[src/rtl/core/scs_pkg.sv]
// shared types and constants of the sine and cosine series block
package scs_pkg;

  localparam int X_W      = 34;
  localparam int X2_W     = 36;
  localparam int T_W      = 35;
  localparam int V_W      = 38;
  localparam int Q_W      = 38;
  localparam int SUM_W    = 38;
  localparam int RECIP_SH = 38;
  localparam int DIV_W    = 11;
  localparam int REM_STEPS = 13;

  localparam logic [63:0] TWO_PI_Q48 = 64'h0006_487E_D511_0B46;
  localparam logic [63:0] PI_Q48     = 64'h0003_243F_6A88_85A3;
  localparam logic [63:0] ROUND_Q16  = 64'h0000_0000_0000_8000;
  localparam logic [T_W-1:0]   ONE_Q32 = T_W'(64'h1_0000_0000);
  localparam logic [SUM_W-1:0] ONE_Q30 = SUM_W'(64'h4000_0000);

  typedef struct packed {
    logic           neg;
    logic [X_W-1:0] x;
  } mid_t;

  typedef struct packed {
    logic [31:0] sine;
    logic [31:0] cosine;
  } res_t;

endpackage

[src/rtl/core/scs_front.sv]
// angle range reduction and folding pipeline
module scs_front (
  input  logic        clk,
  input  logic        rst_n,
  input  logic        in_push,
  output logic        in_full,
  input  logic [31:0] in_angle,
  output logic        out_push,
  input  logic        out_full,
  output scs_pkg::mid_t out_data
);

  localparam int LAST = scs_pkg::REM_STEPS + 1;

  logic [63:0]   r_r   [scs_pkg::REM_STEPS+1];
  logic          neg_r [scs_pkg::REM_STEPS+1];
  logic          vld_r [LAST+1];
  scs_pkg::mid_t res_r;
  logic          ce;
  logic [31:0]   mag;
  logic [63:0]   rf, rnd;
  logic          nf;

  assign ce       = !vld_r[LAST] || !out_full;
  assign in_full  = !ce;
  assign out_push = vld_r[LAST] && !out_full;
  assign out_data = res_r;
  assign mag      = in_angle[31] ? 32'(32'd0 - in_angle) : in_angle;

  always_ff @(posedge clk) begin
    if (!rst_n) begin
      for (int i = 0; i <= LAST; i++) vld_r[i] <= 1'b0;
    end else if (ce) begin
      vld_r[0] <= in_push;
      for (int i = 1; i <= LAST; i++) vld_r[i] <= vld_r[i-1];
    end
  end

  always_ff @(posedge clk) begin
    if (ce) begin
      r_r[0]   <= {mag, 32'd0};
      neg_r[0] <= in_angle[31];
    end
  end

  for (genvar j = 1; j <= scs_pkg::REM_STEPS; j++) begin : g_rem
    localparam logic [63:0] DS = scs_pkg::TWO_PI_Q48 << (scs_pkg::REM_STEPS - j);
    always_ff @(posedge clk) begin
      if (ce) begin
        r_r[j]   <= (r_r[j-1] >= DS) ? r_r[j-1] - DS : r_r[j-1];
        neg_r[j] <= neg_r[j-1];
      end
    end
  end

  // fold into (-pi, pi], then round to q32
  always_comb begin
    rf = r_r[scs_pkg::REM_STEPS];
    nf = neg_r[scs_pkg::REM_STEPS];
    if (!nf) begin
      if (rf > scs_pkg::PI_Q48) begin
        rf = scs_pkg::TWO_PI_Q48 - rf;
        nf = 1'b1;
      end
    end else begin
      if (rf >= scs_pkg::PI_Q48) begin
        rf = scs_pkg::TWO_PI_Q48 - rf;
        nf = 1'b0;
      end
    end
    rnd = rf + scs_pkg::ROUND_Q16;
  end

  always_ff @(posedge clk) begin
    if (ce) begin
      res_r.neg <= nf;
      res_r.x   <= rnd[scs_pkg::X_W+15:16];
    end
  end

endmodule

[config.mk]
export PLATFORM = sky130hd
export DESIGN_NAME = scs_front
export DESIGN_NICKNAME = d
export VERILOG_FILES = /design/src/rtl/core/scs_pkg.sv /design/src/rtl/core/scs_front.sv
export SDC_FILE = /design/constraint.sdc
export NUM_CORES = 2
export LEC_CHECK = 0
export BUFFER_PORTS_ARGS = -buffer_cell sky130_fd_sc_hd__buf_2
export CORE_ASPECT_RATIO = 0.9
export CORE_MARGIN = 8
export CORE_UTILIZATION = 35
export CTS_CLUSTER_SIZE = 24
export DETAILED_ROUTE_END_ITERATION = 16
export PLACE_DENSITY = 0.55
export SETUP_SLACK_MARGIN = 0.3
export SLEW_MARGIN = 25
export SYNTH_ARGS = -nofsm -noshare
export SYNTH_HDL_FRONTEND = slang
export SYNTH_SLANG_ARGS = --single-unit
[constraint.sdc]
create_clock -name clk -period 42.5 [get_ports clk]
set_input_delay 2.125 -clock clk [delete_from_list [all_inputs] [get_ports clk]]
set_output_delay 2.125 -clock clk [all_outputs]
set_load 0.01 [all_outputs]
---- Word level (Yosys, flattened, before mapping) ----
Memories as Yosys holds them, arrays and structs flattened.
Cells that the tools add are included.
Widths: inputs -> output; s select.
operators by class
  add/sub/neg operators ................... 16
  bitwise gates (word level) .............. 15
  order comparisons ....................... 15
  muxes and demuxes ....................... 40
  reductions and logical operators ........ 5
operator list
  kind                    count
  $mux 64                 13
  $mux 50                 3
  $ge 64x50->1 const B    1
  $ge 64x51->1 const B    1
  $ge 64x52->1 const B    1
  $ge 64x53->1 const B    1
  $ge 64x54->1 const B    1
  $ge 64x55->1 const B    1
  $ge 64x56->1 const B    1
  $ge 64x57->1 const B    1
  $ge 64x58->1 const B    1
  $ge 64x59->1 const B    1
  $ge 64x60->1 const B    1
  $ge 64x61->1 const B    1
  $ge 64x62->1 const B    1
  $ge 64x63->1 const B    1
  $gt 64x50->1 const B    1
  $sub 64x51->64 const B  1
  $sub 64x52->64 const B  1
  $sub 64x53->64 const B  1
  $sub 64x54->64 const B  1
  $sub 64x55->64 const B  1
  $sub 64x56->64 const B  1
  $sub 64x57->64 const B  1
  15 further kinds        53
storage, ports and cells
  output and inout bits ................... 37
  input port bits ......................... 36
  bits in writable memories ............... 925
  memories ................................ 3
  flip-flop bits (word level) ............. 35
  logic and storage cells ................. 96
memory list
  name   words  bits a word  read ports  clocked after memory_dff  write ports  line             source
  r_r    14     64           14          0                         14           scs_front.sv:15  logic [63:0] r_r [scs_pkg::REM_STEPS+1];
  vld_r  15     1            15          0                         15           scs_front.sv:17  logic vld_r [LAST+1];
  neg_r  14     1            14          0                         14           scs_front.sv:16  logic neg_r [scs_pkg::REM_STEPS+1];

---- Logic depth before layout (Yosys ltp) ----
An unclocked memory read counts as a cell.
  depth after elaboration ................. 7
  depth in mapped cells ................... 20
  gate-level depth less buffers ........... 15

---- Worst setup path before layout ----
OpenSTA, ideal clock, no wires.
  path type ............................... input to register
  start point ............................. input out_full
  end point ............................... memory vld_r[0][0], data pin
  arrival time ............................ 25.356 ns
  path slack .............................. 16.861 ns
  setup time .............................. 0.283 ns
  stages .................................. 3
  path buffers ............................ 1
  data required time ...................... 42.217 ns
  cell sequence ........................... nand2_1 clkbuf_1 and3_1
RTL lines
  element      line             source
  from (decl)  scs_front.sv:9   input logic out_full,
  to (decl)    scs_front.sv:17

==> metrics.txt <==
status complete, no violations; starting DRC count in detailed routing roughly 1,200; Yosys warnings 0; Clock Tree Buf Depth 3; register clock-pin slew on the reported worst setup and hold paths about 0.060 ns; DRC violations left 0; remaining antenna violation count after routing 0; critical path capture point type register; Total Die Area ~0.13 sq mm; average footprint of a synthesized cell between 10 and 15 sq um; data arrival time of the critical path slightly below 6 ns; Worst Min Path Start neg_r[4][1]; max-slew violation count 0; final hold slack between 0.4 and 0.5 ns; Layout Cells excl Fill 5,597; critical path buffer and inverter count 5; Top cell by count, worst path buf_4; headroom to the max-slew limit between 20% and 30%; total power per unit cell area a little under 80 mW/mm^2; via count of the routed design roughly 27,000; number of hold-slack violations in the final timing report 0; die height roughly 350 um; initial antenna violation count 0; Avg WL per Cell ~13 um; area taken by flip-flops and latches between 0.02 and 0.025 sq mm; root buf cell clkbuf_16; series of cell instances along the critical path buf_2 > nand2_4 > buf_4 > buf_4 > buf_12 > buf_6; global route total overflow 0; count of filler cells inserted in the layout 11,900; Die X approximately 390 um; layout net count between 3,000 and 4,000; slew of the pin with the lowest slew margin around 1.1 ns; TritonCTS clock tree done; number of buffers created by CTS 94; initial standard-cell utilization of the core 35.1%; HPWL after DPL 55.0 mm; first-pass iteration count of the detailed router 5; maximum clock skew at final layout around 0.027 ns; number of synthesized flops with an enable pin ~800; number of buffers added to fix hold violations after cts 0; # H-tree levels 3; GR Layer Usage met3 between 2 and 2.5%; via density per instance 4.87; number of buffers added on ports 72; CP max stage delay 0.69 ns; count of pins on the block boundary between 70 and 80; post-CTS setup buffers 0; share of synthesized area occupied by flip-flops and latches between 50 and 60%; met1 usage in global routing 11.3%; worst hold path type reg -> reg; number of distinct library cells after synthesis slightly below 90; Async SR Flop Fraction 0%; Resized cells post-CTS 0; total inserted antenna cells 0; number of maximum-capacitance violations 0; critical path's slowest cell buf_6; Lkg Pwr about 18 nW; prevailing post-synth register cell edfxtp_1; maximum frequency from static timing analysis approximately 180 MHz; peak supply drop between 0.00003 and 0.00004 V; area used by multi-input combinational logic approximately 0.018 sq mm; crit-path leading delay family buffers and inverters; Cells after DPL about 5,400; Clock Sink Count ~810; Routability Congestion 0.815; setup TNS after final layout 0 ns; PnR Total Power ~3.8 mW; start-to-end type of the worst setup path in -> reg; CP Launch Point out_full; Synth Cell Area ~0.043 sq mm; grt peak-use layer met2; Tot GR Track Use around 11%; launching point of the worst reg2reg path r_r[1][348]; final setup violating endpoints 0; top fanout value on the critical path between 150 and 200; Synth Register Bits around 810; via count of the first global-routing pass roughly 27,000; number of rows in the core area 122; period utilisation layout roughly 13%; CP Launch Type primary input; Core ar. 0.122 sq mm; setup repair after global routing missed its margin no; clock latency on the worst-skew pair just under 0.7 ns; critical path required time around 43 ns; global-route wire length before repair between 100 and 150 mm; total wire length ~76 mm; cells after synthesis roughly 3,800; pin count of the biggest net entering global routing 199; crit path time final ~5.5 ns; proportion of layout cells with a drive suffix above 1 under 10%; Area growth syn-to-layout 11.8%; net count after synthesis about 3,900; met2 Track Usage GR approximately a fifth
==> report_power, final <==
part | total, mW | internal [mW] | switching [mW]
sequential | 1.81 | 1.44 | 0.367
combinational | 1.26 | 0.613 | 0.645
clock | 0.740 | 0.433 | 0.307
==> through the flow <==
| step | instance area, sq um | worst slack (ns) | util [%] |
|---|---|---|---|
| 2_1_floorplan | 43000 | 16.86 | - |
| 3_3_place_gp | 45200 | 35.97 | 36.9 |
| 3_5_place_dp | 45200 | 35.95 | 36.9 |
| 4_1_cts | 48100 | 36.71 | 39.3 |
| 5_1_grt | 48100 | 36.61 | 39.3 |
| 6_report | 48100 | 37.01 | 39.3 |
==> cell usage in the layout, fill, tap and decap left out, drive strengths merged, types with 30 or more instances in the layout <==
master,instances
or3,61
buf,95
nand2b,50
xnor2,437
a21oi,161
nor2,301
clkbuf,122
nand2,386
and3,43
xor2,272
o31ai,39
o21ai,163
a21o,40
clkinv,40
nor3,127
inv,101
a211oi,30
nand4,36
nand3,123
and2,36
nor4,69
nand3b,38
a31oi,37
edfxtp,807
==> logic make-up (layout without fill, tap and decap cells) <==
family / Yosys count / in the layout / synth area share (%)
simple gates: 1396 / 1396 / 16.1
flops: 808 / 808 / 56.4
xor+xnor: 709 / 709 / 14.4
compound gates: 675 / 675 / 10.3
buf+inv: 204 / 363 / 1.81
fa+ha+maj: 18 / 18 / 0.524
mux: 16 / 16 / 0.384
==> metal layers <==
| layer | up-vias | part of all wire [%] |
|---|---|---|
| met3 | 192 | 3.3 |
| met2 | 347 | 53 |
| met4 | 0 | 3.6 |
| li1 | 14300 | - |
| met5 | - | 0 |
| met1 | 12500 | 40 |
==> state kept, by name, indices dropped and copies added (netlist names) <==
signal and cells:
r_r 744, neg_r 14, vld_r 15, out_data 35
==> final cells by class <==
class                   instances  area share (%)
repair buffers                 95            1.18
flip-flops and latches        808            50.4
well taps                    1612            4.20
clock inverters                43           0.742
clock buffers                 122            5.16
inverters                     103           0.804
multi-input cells            2814            37.5
==> Yosys cell counts (all sizes together) (39+ instances only) <==
cell,instances,area share [%]
nor4,69,1.0
a21oi,161,1.9
o31ai,39,0.68
nand3,123,1.4
xor2,272,5.5
nor2,301,2.6
or3,61,0.89
and3,43,0.64
nand2b,50,0.73
a21o,40,0.70
o21ai,163,1.9
nand2,386,3.4
inv,98,0.86
nor3,127,1.5
xnor2,437,8.9
clkbuf,81,0.71
edfxtp,807,56
==> path summary, 6_finish.rpt <==
kind,slack [ns],endpoint,cells after the start
setup / recovery,37.01,r_r[0][40],6
setup reg to reg,37.42,out_data[19],16
hold / removal,0.40,neg_r[5][0],0
hold reg to reg,0.40,neg_r[5][0],0
(Power assumes the default switching activity.)
