===== src/rtl/core/scs_queue.sv =====
// small register queue between pipeline parts
module scs_queue #(
  parameter int W     = 8,
  parameter int DEPTH = 4
) (
  input  logic         clk,
  input  logic         rst_n,
  input  logic         push,
  output logic         full,
  input  logic [W-1:0] din,
  input  logic         pop,
  output logic         empty,
  output logic [W-1:0] dout
);

  localparam int AW = $clog2(DEPTH);

  logic [W-1:0]  mem_r [DEPTH];
  logic [AW-1:0] wr_ptr_r, rd_ptr_r;
  logic [AW:0]   count_r;
  logic          do_push, do_pop;

  assign full    = (count_r == (AW+1)'(DEPTH));
  assign empty   = (count_r == '0);
  assign do_push = push && !full;
  assign do_pop  = pop && !empty;
  assign dout    = mem_r[rd_ptr_r];

  always_ff @(posedge clk) begin
    if (!rst_n) begin
      wr_ptr_r <= '0;
      rd_ptr_r <= '0;
      count_r  <= '0;
    end else begin
      if (do_push) wr_ptr_r <= wr_ptr_r + 1'b1;
      if (do_pop) rd_ptr_r <= rd_ptr_r + 1'b1;
      if (do_push && !do_pop) count_r <= count_r + 1'b1;
      else if (!do_push && do_pop) count_r <= count_r - 1'b1;
    end
  end

  always_ff @(posedge clk) begin
    if (do_push) mem_r[wr_ptr_r] <= din;
  end

endmodule


===== config.mk =====
export PLATFORM = sky130hd
export DESIGN_NAME = scs_queue
export DESIGN_NICKNAME = d
export VERILOG_FILES = /design/src/rtl/core/scs_queue.sv
export SDC_FILE = /design/constraint.sdc
export NUM_CORES = 1
export LEC_CHECK = 0
export ABC_AREA = 1
export BUFFER_PORTS_ARGS = -buffer_cell sky130_fd_sc_hd__buf_2
export CAP_MARGIN = 20
export CELL_PAD_IN_SITES_DETAIL_PLACEMENT = 0
export CELL_PAD_IN_SITES_GLOBAL_PLACEMENT = 1
export CORE_ASPECT_RATIO = 1.4
export CORE_MARGIN = 3
export CORE_UTILIZATION = 40
export DETAILED_ROUTE_END_ITERATION = 7
export PLACE_DENSITY_LB_ADDON = 0.1
export SLEW_MARGIN = 20
export SYNTH_ARGS = -nofsm -noshare
export SYNTH_HDL_FRONTEND = slang
export SYNTH_SLANG_ARGS = --single-unit
export TNS_END_PERCENT = 20

===== constraint.sdc =====
create_clock -name clk -period 4.1 [get_ports clk]
set_input_delay 0.41 -clock clk [delete_from_list [all_inputs] [get_ports clk]]
set_output_delay 0.41 -clock clk [all_outputs]
set_load 0.01 [all_outputs]

# Word-level counts from Yosys, hierarchy flattened

Memories as Yosys holds them, arrays and structs flattened. A register that Yosys moved wholly into a read port is not among the register bits.
Index checks and enable logic that the tools add are counted.
W data, S select, Z words.

$add $sub $neg: 4
Eq/ne operators: 1
Mux-type cells: 6
Reductions and logical operators: 10

Operators by type and width:

| cell                  | number |
|---|---|
| $mux W3               | 2 |
| $add A2 B1 Y2 const B | 2 |
| $logic_and A1 B1 Y1   | 4 |
| $logic_not A1 Y1      | 4 |
| $mux W2               | 2 |
| $add A3 B1 Y3 const B | 1 |
| $eq A3 B3 Y1 const B  | 1 |
| $logic_not A3 Y1      | 1 |
| $sub A3 B1 Y3 const B | 1 |
| $mux W1               | 2 |
| $reduce_bool A2 Y1    | 1 |

Register bits after elaboration: 7
Memory bits (writable): 32
Input bits: 12
Output and inout port bits: 10
Word-level logic and storage cells: 25
Memories: 1

Memories:

| name  | depth | bits a word | read ports | clocked after memory_dff | write ports | line | text |
|---|---|---|---|---|---|---|---|
| mem_r | 4     | 8           | 1          | 1                        | 1           | 18   | `logic [W-1:0] mem_r [DEPTH];` |

# Longest topological paths before layout

Gate-level depths: netlist (run 1).

Depth in word-level cells: 7
Gate-level depth with buffers: 13
Gate-level depth less buffers: 13

# Least setup slack after synthesis (run 1)

OpenSTA, ideal clock, no wires.

Kind: register -> register
From: reg count_r[0]
To: reg count_r[2]
Library setup time: 0.113 ns
Data arrival time: 1.580 ns
Data required time: 3.987 ns
Path slack: 2.407 ns
Cell stages (with the launch flop): 14
Path buffers: 0
Period minus slack after synthesis: 1.693 ns
Cells stage by stage: dfxtp_1 -> nor2_1 -> nand2_1 -> nand2_2 -> inv_1 -> ha_1 -> inv_1 -> fa_1 -> inv_1 -> nand2_1 -> nand3_1 -> nand2_1 -> nand2_1 -> nor2_1

Cells in the longest elaborated chain, start to end: 6
Elaborated cells between the ends (all ways): 15
Those cells by class: 2 x add/sub; 1 x eq/ne; 2 x mux; 10 x reduce/logical

Ends and longest elaborated chain:

| element                      | line | text |
|---|---|---|
| start: declaration           | 20   | `logic [AW:0] count_r;` |
| start signal: assignment     | 37   | `if (do_push && !do_pop) count_r <= count_r + 1'b1;` |
| start signal: assignment     | 38   | `else if (!do_push && do_pop) count_r <= count_r - 1'b1;` |
| $eq A3 B3 Y1 *               | 23   | `assign full = (count_r == (AW+1)'(DEPTH));` |
| $logic_not A1 Y1 *           | 25   | `assign do_push = push && !full;` |
| $logic_and A1 B1 Y1 *        | 25   |  |
| named net do_push            | 21   | `logic do_push, do_pop;` |
| $logic_not A1 Y1             | 38   |  |
| $logic_and A1 B1 Y1          | 38   |  |
| $reduce_bool A2 Y1 (no line) | -    |  |

Mark *: on every way through the listed nets, which the timed path passes. The rest lies on a longest branch. The select of a mux whose other input is x is not followed.
A chain may end at the register's enable or synchronous reset.

==> results of run 1 <==
cell families (layout without fill, tap and decap cells):
| logic type | count (synthesis) | in the layout | synth area share (%) |
|---|---|---|---|
| AND/OR/NAND/NOR | 50 | 50 | 11.95 |
| XOR/XNOR | 1 | 1 | 0.5198 |
| flip-flops | 41 | 41 | 67.71 |
| buffers and inverters | 20 | 47 | 5.345 |
| adder cells (fa/ha/maj) | 6 | 6 | 4.900 |
| AO/OA/AOI/OAI | 28 | 28 | 9.577 |
final timing paths:
kind,start,end,slack [ns],cells after the start
min,din[4],mem_r[1][4]$_DFFE_PP_,0.33,1
min reg2reg,rd_ptr_r[0]$_SDFFE_PN0P_,flip-flop,0.51,2
max reg2reg,count_r[0]$_SDFFE_PN0P_,count_r[2]$_SDFFE_PN0P_,2.19,13
max,flip-flop,dout[7],2.01,4
flip-flops by register name (all words and copies together), names as in the netlist, named ones only:
| signal | cells |
|---|---|
| mem_r | 32 |
| rd_ptr_r | 2 |
| wr_ptr_r | 2 |
| count_r | 3 |
cells in the final DEF, fill, tap and decap left out, drive strengths merged:
cell type / count
a21oi: 3
buf: 21
clkbuf: 7
dfxtp: 9
edfxtp: 32
fa: 1
ha: 5
inv: 19
nand2: 15
nand3: 4
nand3b: 1
nor2: 30
o21ai: 17
o22ai: 8
xor2: 1
power breakdown:
part	total [W]	internal [W]	switching [W]	leakage, nW
Combinational	0.000306	0.000117	0.000189	0.344
Clock	0.000333	0.000196	0.000137	0.0651
Sequential	0.000555	0.000510	0.0000450	0.367
area by class of cell:
| type | count | area (um2) |
|---|---|---|
| fill | 381 | 2037 |
| timing repair buffer | 21 | 105.1 |
| tap | 43 | 53.80 |
| clock buffer | 7 | 118.9 |
| clock inverter | 1 | 8.758 |
| sequential | 41 | 1141 |
| inverter | 18 | 67.56 |
| multi-input combinational | 85 | 454.2 |
routing by layer:
layer | up-vias | wire, um | share of wire (%) | track usage [%]
li1 | 550 | - | - | -
met1 | 472 | 1214 | 41 | 13.97
met2 | 20 | 1538 | 52 | 21.81
met3 | 2 | 149 | 5.1 | 4.199
met4 | 0 | 27 | 0.92 | 6.114
met5 | - | 0 | 0 | 0
metrics by stage:
stage | worst slack, ns | util (%) | instance area [um2] | hold WS [ns] | power, W
2_1_floorplan | 2.407 | - | 1685 | 0.4640 | 0.0007831
6_report | 2.012 | 48.90 | 1949 | 0.3341 | 0.001194
3_5_place_dp | 2.173 | 45.70 | 1822 | 0.4952 | 0.0008788
4_1_cts | 1.965 | 48.90 | 1949 | 0.3223 | 0.001218
5_1_grt | 1.791 | 48.90 | 1949 | 0.3153 | 0.001282
3_3_place_gp | 2.223 | 45.70 | 1822 | 0.4939 | 0.0008711
==> run metrics, run 1 <==
outcome completed; worst stage delay on the critical path between 0.6 and 0.7 ns; number of global-route vias before repair between 1,000 and 1,500; Pins Over Slew Limit 0; Initial Utilization a little over two fifths; drt first pass iters 4; Net Count, Synth between 150 and 200; top-count cell post-synth edfxtp_1; placed insts 208; worst endpoint data arrival time about 1.7 ns; clock sinks between 40 and 50; DRT iter0 DRCs 30; final net count 190; part of the cycle the worst path needs a little over 50%; crit end category primary output; worst skew pair latency 0.28 ns; drt wl/cell between 10 and 15 um; Clock Tree Buf Depth 2; critical path buffer and inverter count 2; Die X ~60 um; row count 27; Lkg Pwr roughly 0.78 nW; total gr overflow 0; FF+latch count, synth 41; Netlist cell types 18; Crit path required time 3.69 ns; H-tree levels 2; Worst path slowest cell dfxtp_1; Die Height roughly 83 um; minimum clock period 2.088 ns; Fin Clk Skew 0.003147 ns; Synth top cells by count 32 x edfxtp_1, 30 x nor2_1, 17 x inv_1; Min-Delay Path Class in -> reg; post-synthesis async set-or-reset flop share 0%; cts hold-fix bufs 0; Ports 22; Power Density approximately 600 mW/mm2; main flop type after synthesis edfxtp_1; critical path's top delay family flip-flops; cells after synthesis roughly 150; number of synthesized flops with an enable pin 32; first-pass GRT wire length 4726 um; CTS root buffer clkbuf_8; Routed Antenna Nets 0; post-CTS sizing 0; CTS Buf Count 5; via-per-instance ratio 4.833; routed via count about 1,000; CP Launch Type flip-flop; Critical Path Fanout Max 17; Die Area 0.005040 mm2; max_slew headroom 39.74%; DP Wirelength 2053 um; ANT cells 0; share of layout cells above drive strength 1 just over 20%; Routed WL a little under 3000 um; worst-path cell chain inv_2 > o21ai_0 > o22ai_1 > buf_2; Peak Freq 479.0 MHz; routability cong. ~0.73; Synth Cell Area between 0.0015 and 0.002 mm2; setup TNS 0 ns; post-synth top area cell edfxtp_1; Fin. Hold Viols 0; largest net degree at the start of global routing 18; register area share after synthesis about two thirds; Max-Cap Viols 0; worst-margin pin slew approximately 0.9 ns; # Post-CTS Setup Buffers 0; Final Non-Filler Cells 216; unrepaired setup endpoints after global routing false; Layout Area Growth over Synthesis 15.66%; synthesized area per cell 11.54 um2; final setup fails 0; Peak VDD IR about 320 uV; Synth area leaders edfxtp_1 57%, dfxtp_1 11%, nor2_1 6.7%; Reg clk slew, reported paths ~0.080 ns; Residual DRC 0; CTS tree built; I/O Buffers 21; Synth top area share roughly 57%; Synth Warn # 0; initial antenna violation count 0; critical path type reg -> out; gr usage total about an eighth; Core ar. roughly 0.0040 mm2
Power figures use the tool's default switching activity.
==> inputs of run 2 (changes only) <==
==> constraint.sdc (replaced) <==
create_clock -name clk -period 1.8 [get_ports clk]
set_input_delay 0.18 -clock clk [delete_from_list [all_inputs] [get_ports clk]]
set_output_delay 0.18 -clock clk [all_outputs]
set_load 0.01 [all_outputs]
==> run metrics, run 2 (synthesis results as in run 1) <==
outcome completed; Crit path required time a little under 2 ns; Die X roughly 61 um; Routed Antenna Nets 0; CTS root buffer clkbuf_8; CTS tree built; via-per-instance ratio ~5.0; final setup fails 0; total gr overflow 0; placed insts ~220; critical path buffer and inverter count 2; Pins Over Slew Limit 0; Critical Path Fanout Max 3; drt wl/cell between 10 and 15 um; initial antenna violation count 0; Top Registers mem_r (32), count_r (3); share of layout cells above drive strength 1 between 20 and 30%; Die Height ~83 um; worst endpoint data arrival time roughly 1.9 ns; worst-path cell chain nor2_4 > nand2_1 > nand2_2 > inv_2 > ha_2 > inv_1 > fa_2 > o21ai_1 > nor2_1; CTS Buf Count 5; cts hold-fix bufs 0; ANT cells 0; Final Non-Filler Cells about 230; clock sinks 41; Lkg Pwr 0.8318 nW; first-pass GRT wire length roughly 5000 um; DRT iter0 DRCs 20; Layout Area Growth over Synthesis 21.75%; row count 27; gr usage total approximately 14%; minimum clock period ~1.7 ns; max_slew headroom 75.34%; part of the cycle the worst path needs 93.51%; crit end category flip-flop; CP Launch Type flip-flop; Reg clk slew, reported paths 0.08 ns; Peak Freq about 590 MHz; DP Wirelength 2174 um; Fin. Hold Viols 0; Residual DRC 0; Min-Delay Path Class in -> reg; I/O Buffers 21; worst-margin pin slew ~0.37 ns; final net count 200; routability cong. ~0.69; Peak VDD IR 838.4 uV; Ports 22; H-tree levels 2; Power Density between 1000 and 1500 mW/mm2; drt first pass iters 4; critical path's top delay family adder cells; Largest Register mem_r; routed via count about 1,100; critical path type reg -> reg; largest net degree at the start of global routing 17; commonest non-fill, non-tap cell in the layout edfxtp_1; Util after Layout 51.48%; Clock Tree Buf Depth 2; Worst path slowest cell fa_2; Core ar. 0.003986 mm2; most frequent cells in the layout 32 x edfxtp_1, 29 x nor2_1, 21 x buf_2; Fin Clk Skew 0.004305 ns; worst skew pair latency 0.29 ns; Routed WL between 3000 and 4000 um; worst stage delay on the critical path between 0.4 and 0.5 ns; Initial Utilization a little over two fifths; max FFs per register 32; Die Area 0.005040 mm2; number of global-route vias before repair between 1,000 and 1,500; Max-Cap Viols 0
[run 2: cell count changes in the layout (fill, tap and decap cells not counted), sizes merged]
cell	change
buf	+10
bufinv	+1
clkbuf	-1
clkinv	+1
inv	-1
[run 2: metrics by stage]
stage | setup TNS (ns) | hold slack [ns] | power [W] | setup WS [ns] | cell area (um2)
2_1_floorplan | 0 | 0.2789 | 0.001784 | 0.1073 | 1685
3_5_place_dp | 0 | 0.3997 | 0.002091 | 0.03016 | 1882
4_1_cts | 0 | 0.09503 | 0.002893 | 0.02813 | 2011
6_report | 0 | 0.1017 | 0.002948 | 0.1168 | 2052
5_1_grt | -0.02026 | 0.08951 | 0.003150 | -0.02026 | 2052
3_3_place_gp | 0 | 0.3893 | 0.002053 | 0.1123 | 1882
[run 2: per-layer routing]
layer  track usage [%]  share of wire (%)  up-vias
met2             24.25                 54       25
met1             13.44                 39      525
met3             5.132                4.1       10
li1                  -                  -      568
met5                 0                  0        -
met4             6.706                3.3        0
[run 2: timing repair]
action,in CTS,in global routing
buffers inserted,0,2
endpoints found under the setup margin,0,4
resized for setup,0,12
[run 2: path summary, 6_finish.rpt]
check	from	end	slack (ns)	cells past startpoint
min reg2reg	count_r[1]$_SDFFE_PN0P_	count_r[1]$_SDFFE_PN0P_	0.52	2
min	din[4]	mem_r[3][4]$_DFFE_PP_	0.10	1
max reg2reg	count_r[1]$_SDFFE_PN0P_	count_r[1]$_SDFFE_PN0P_	0.12	9
max	count_r[1]$_SDFFE_PN0P_	count_r[1]$_SDFFE_PN0P_	0.12	9
[run 2: cell type report]
type / count / area [um2]
Clock inverter: 2 / 35.03
Tap cell: 43 / 53.80
Sequential cell: 41 / 1147
Inverter: 18 / 67.56
Clock buffer: 6 / 93.84
Timing Repair Buffer: 31 / 180.2
Fill cell: 355 / 1934
Multi-Input combinational cell: 85 / 474.2
[run 2: power by group]
part | switching (W) | internal [W]
logic | 0.000515 | 0.000371
clock network | 0.000304 | 0.000495
registers | 0.0000941 | 0.00117
total | 0.000912 | 0.00204
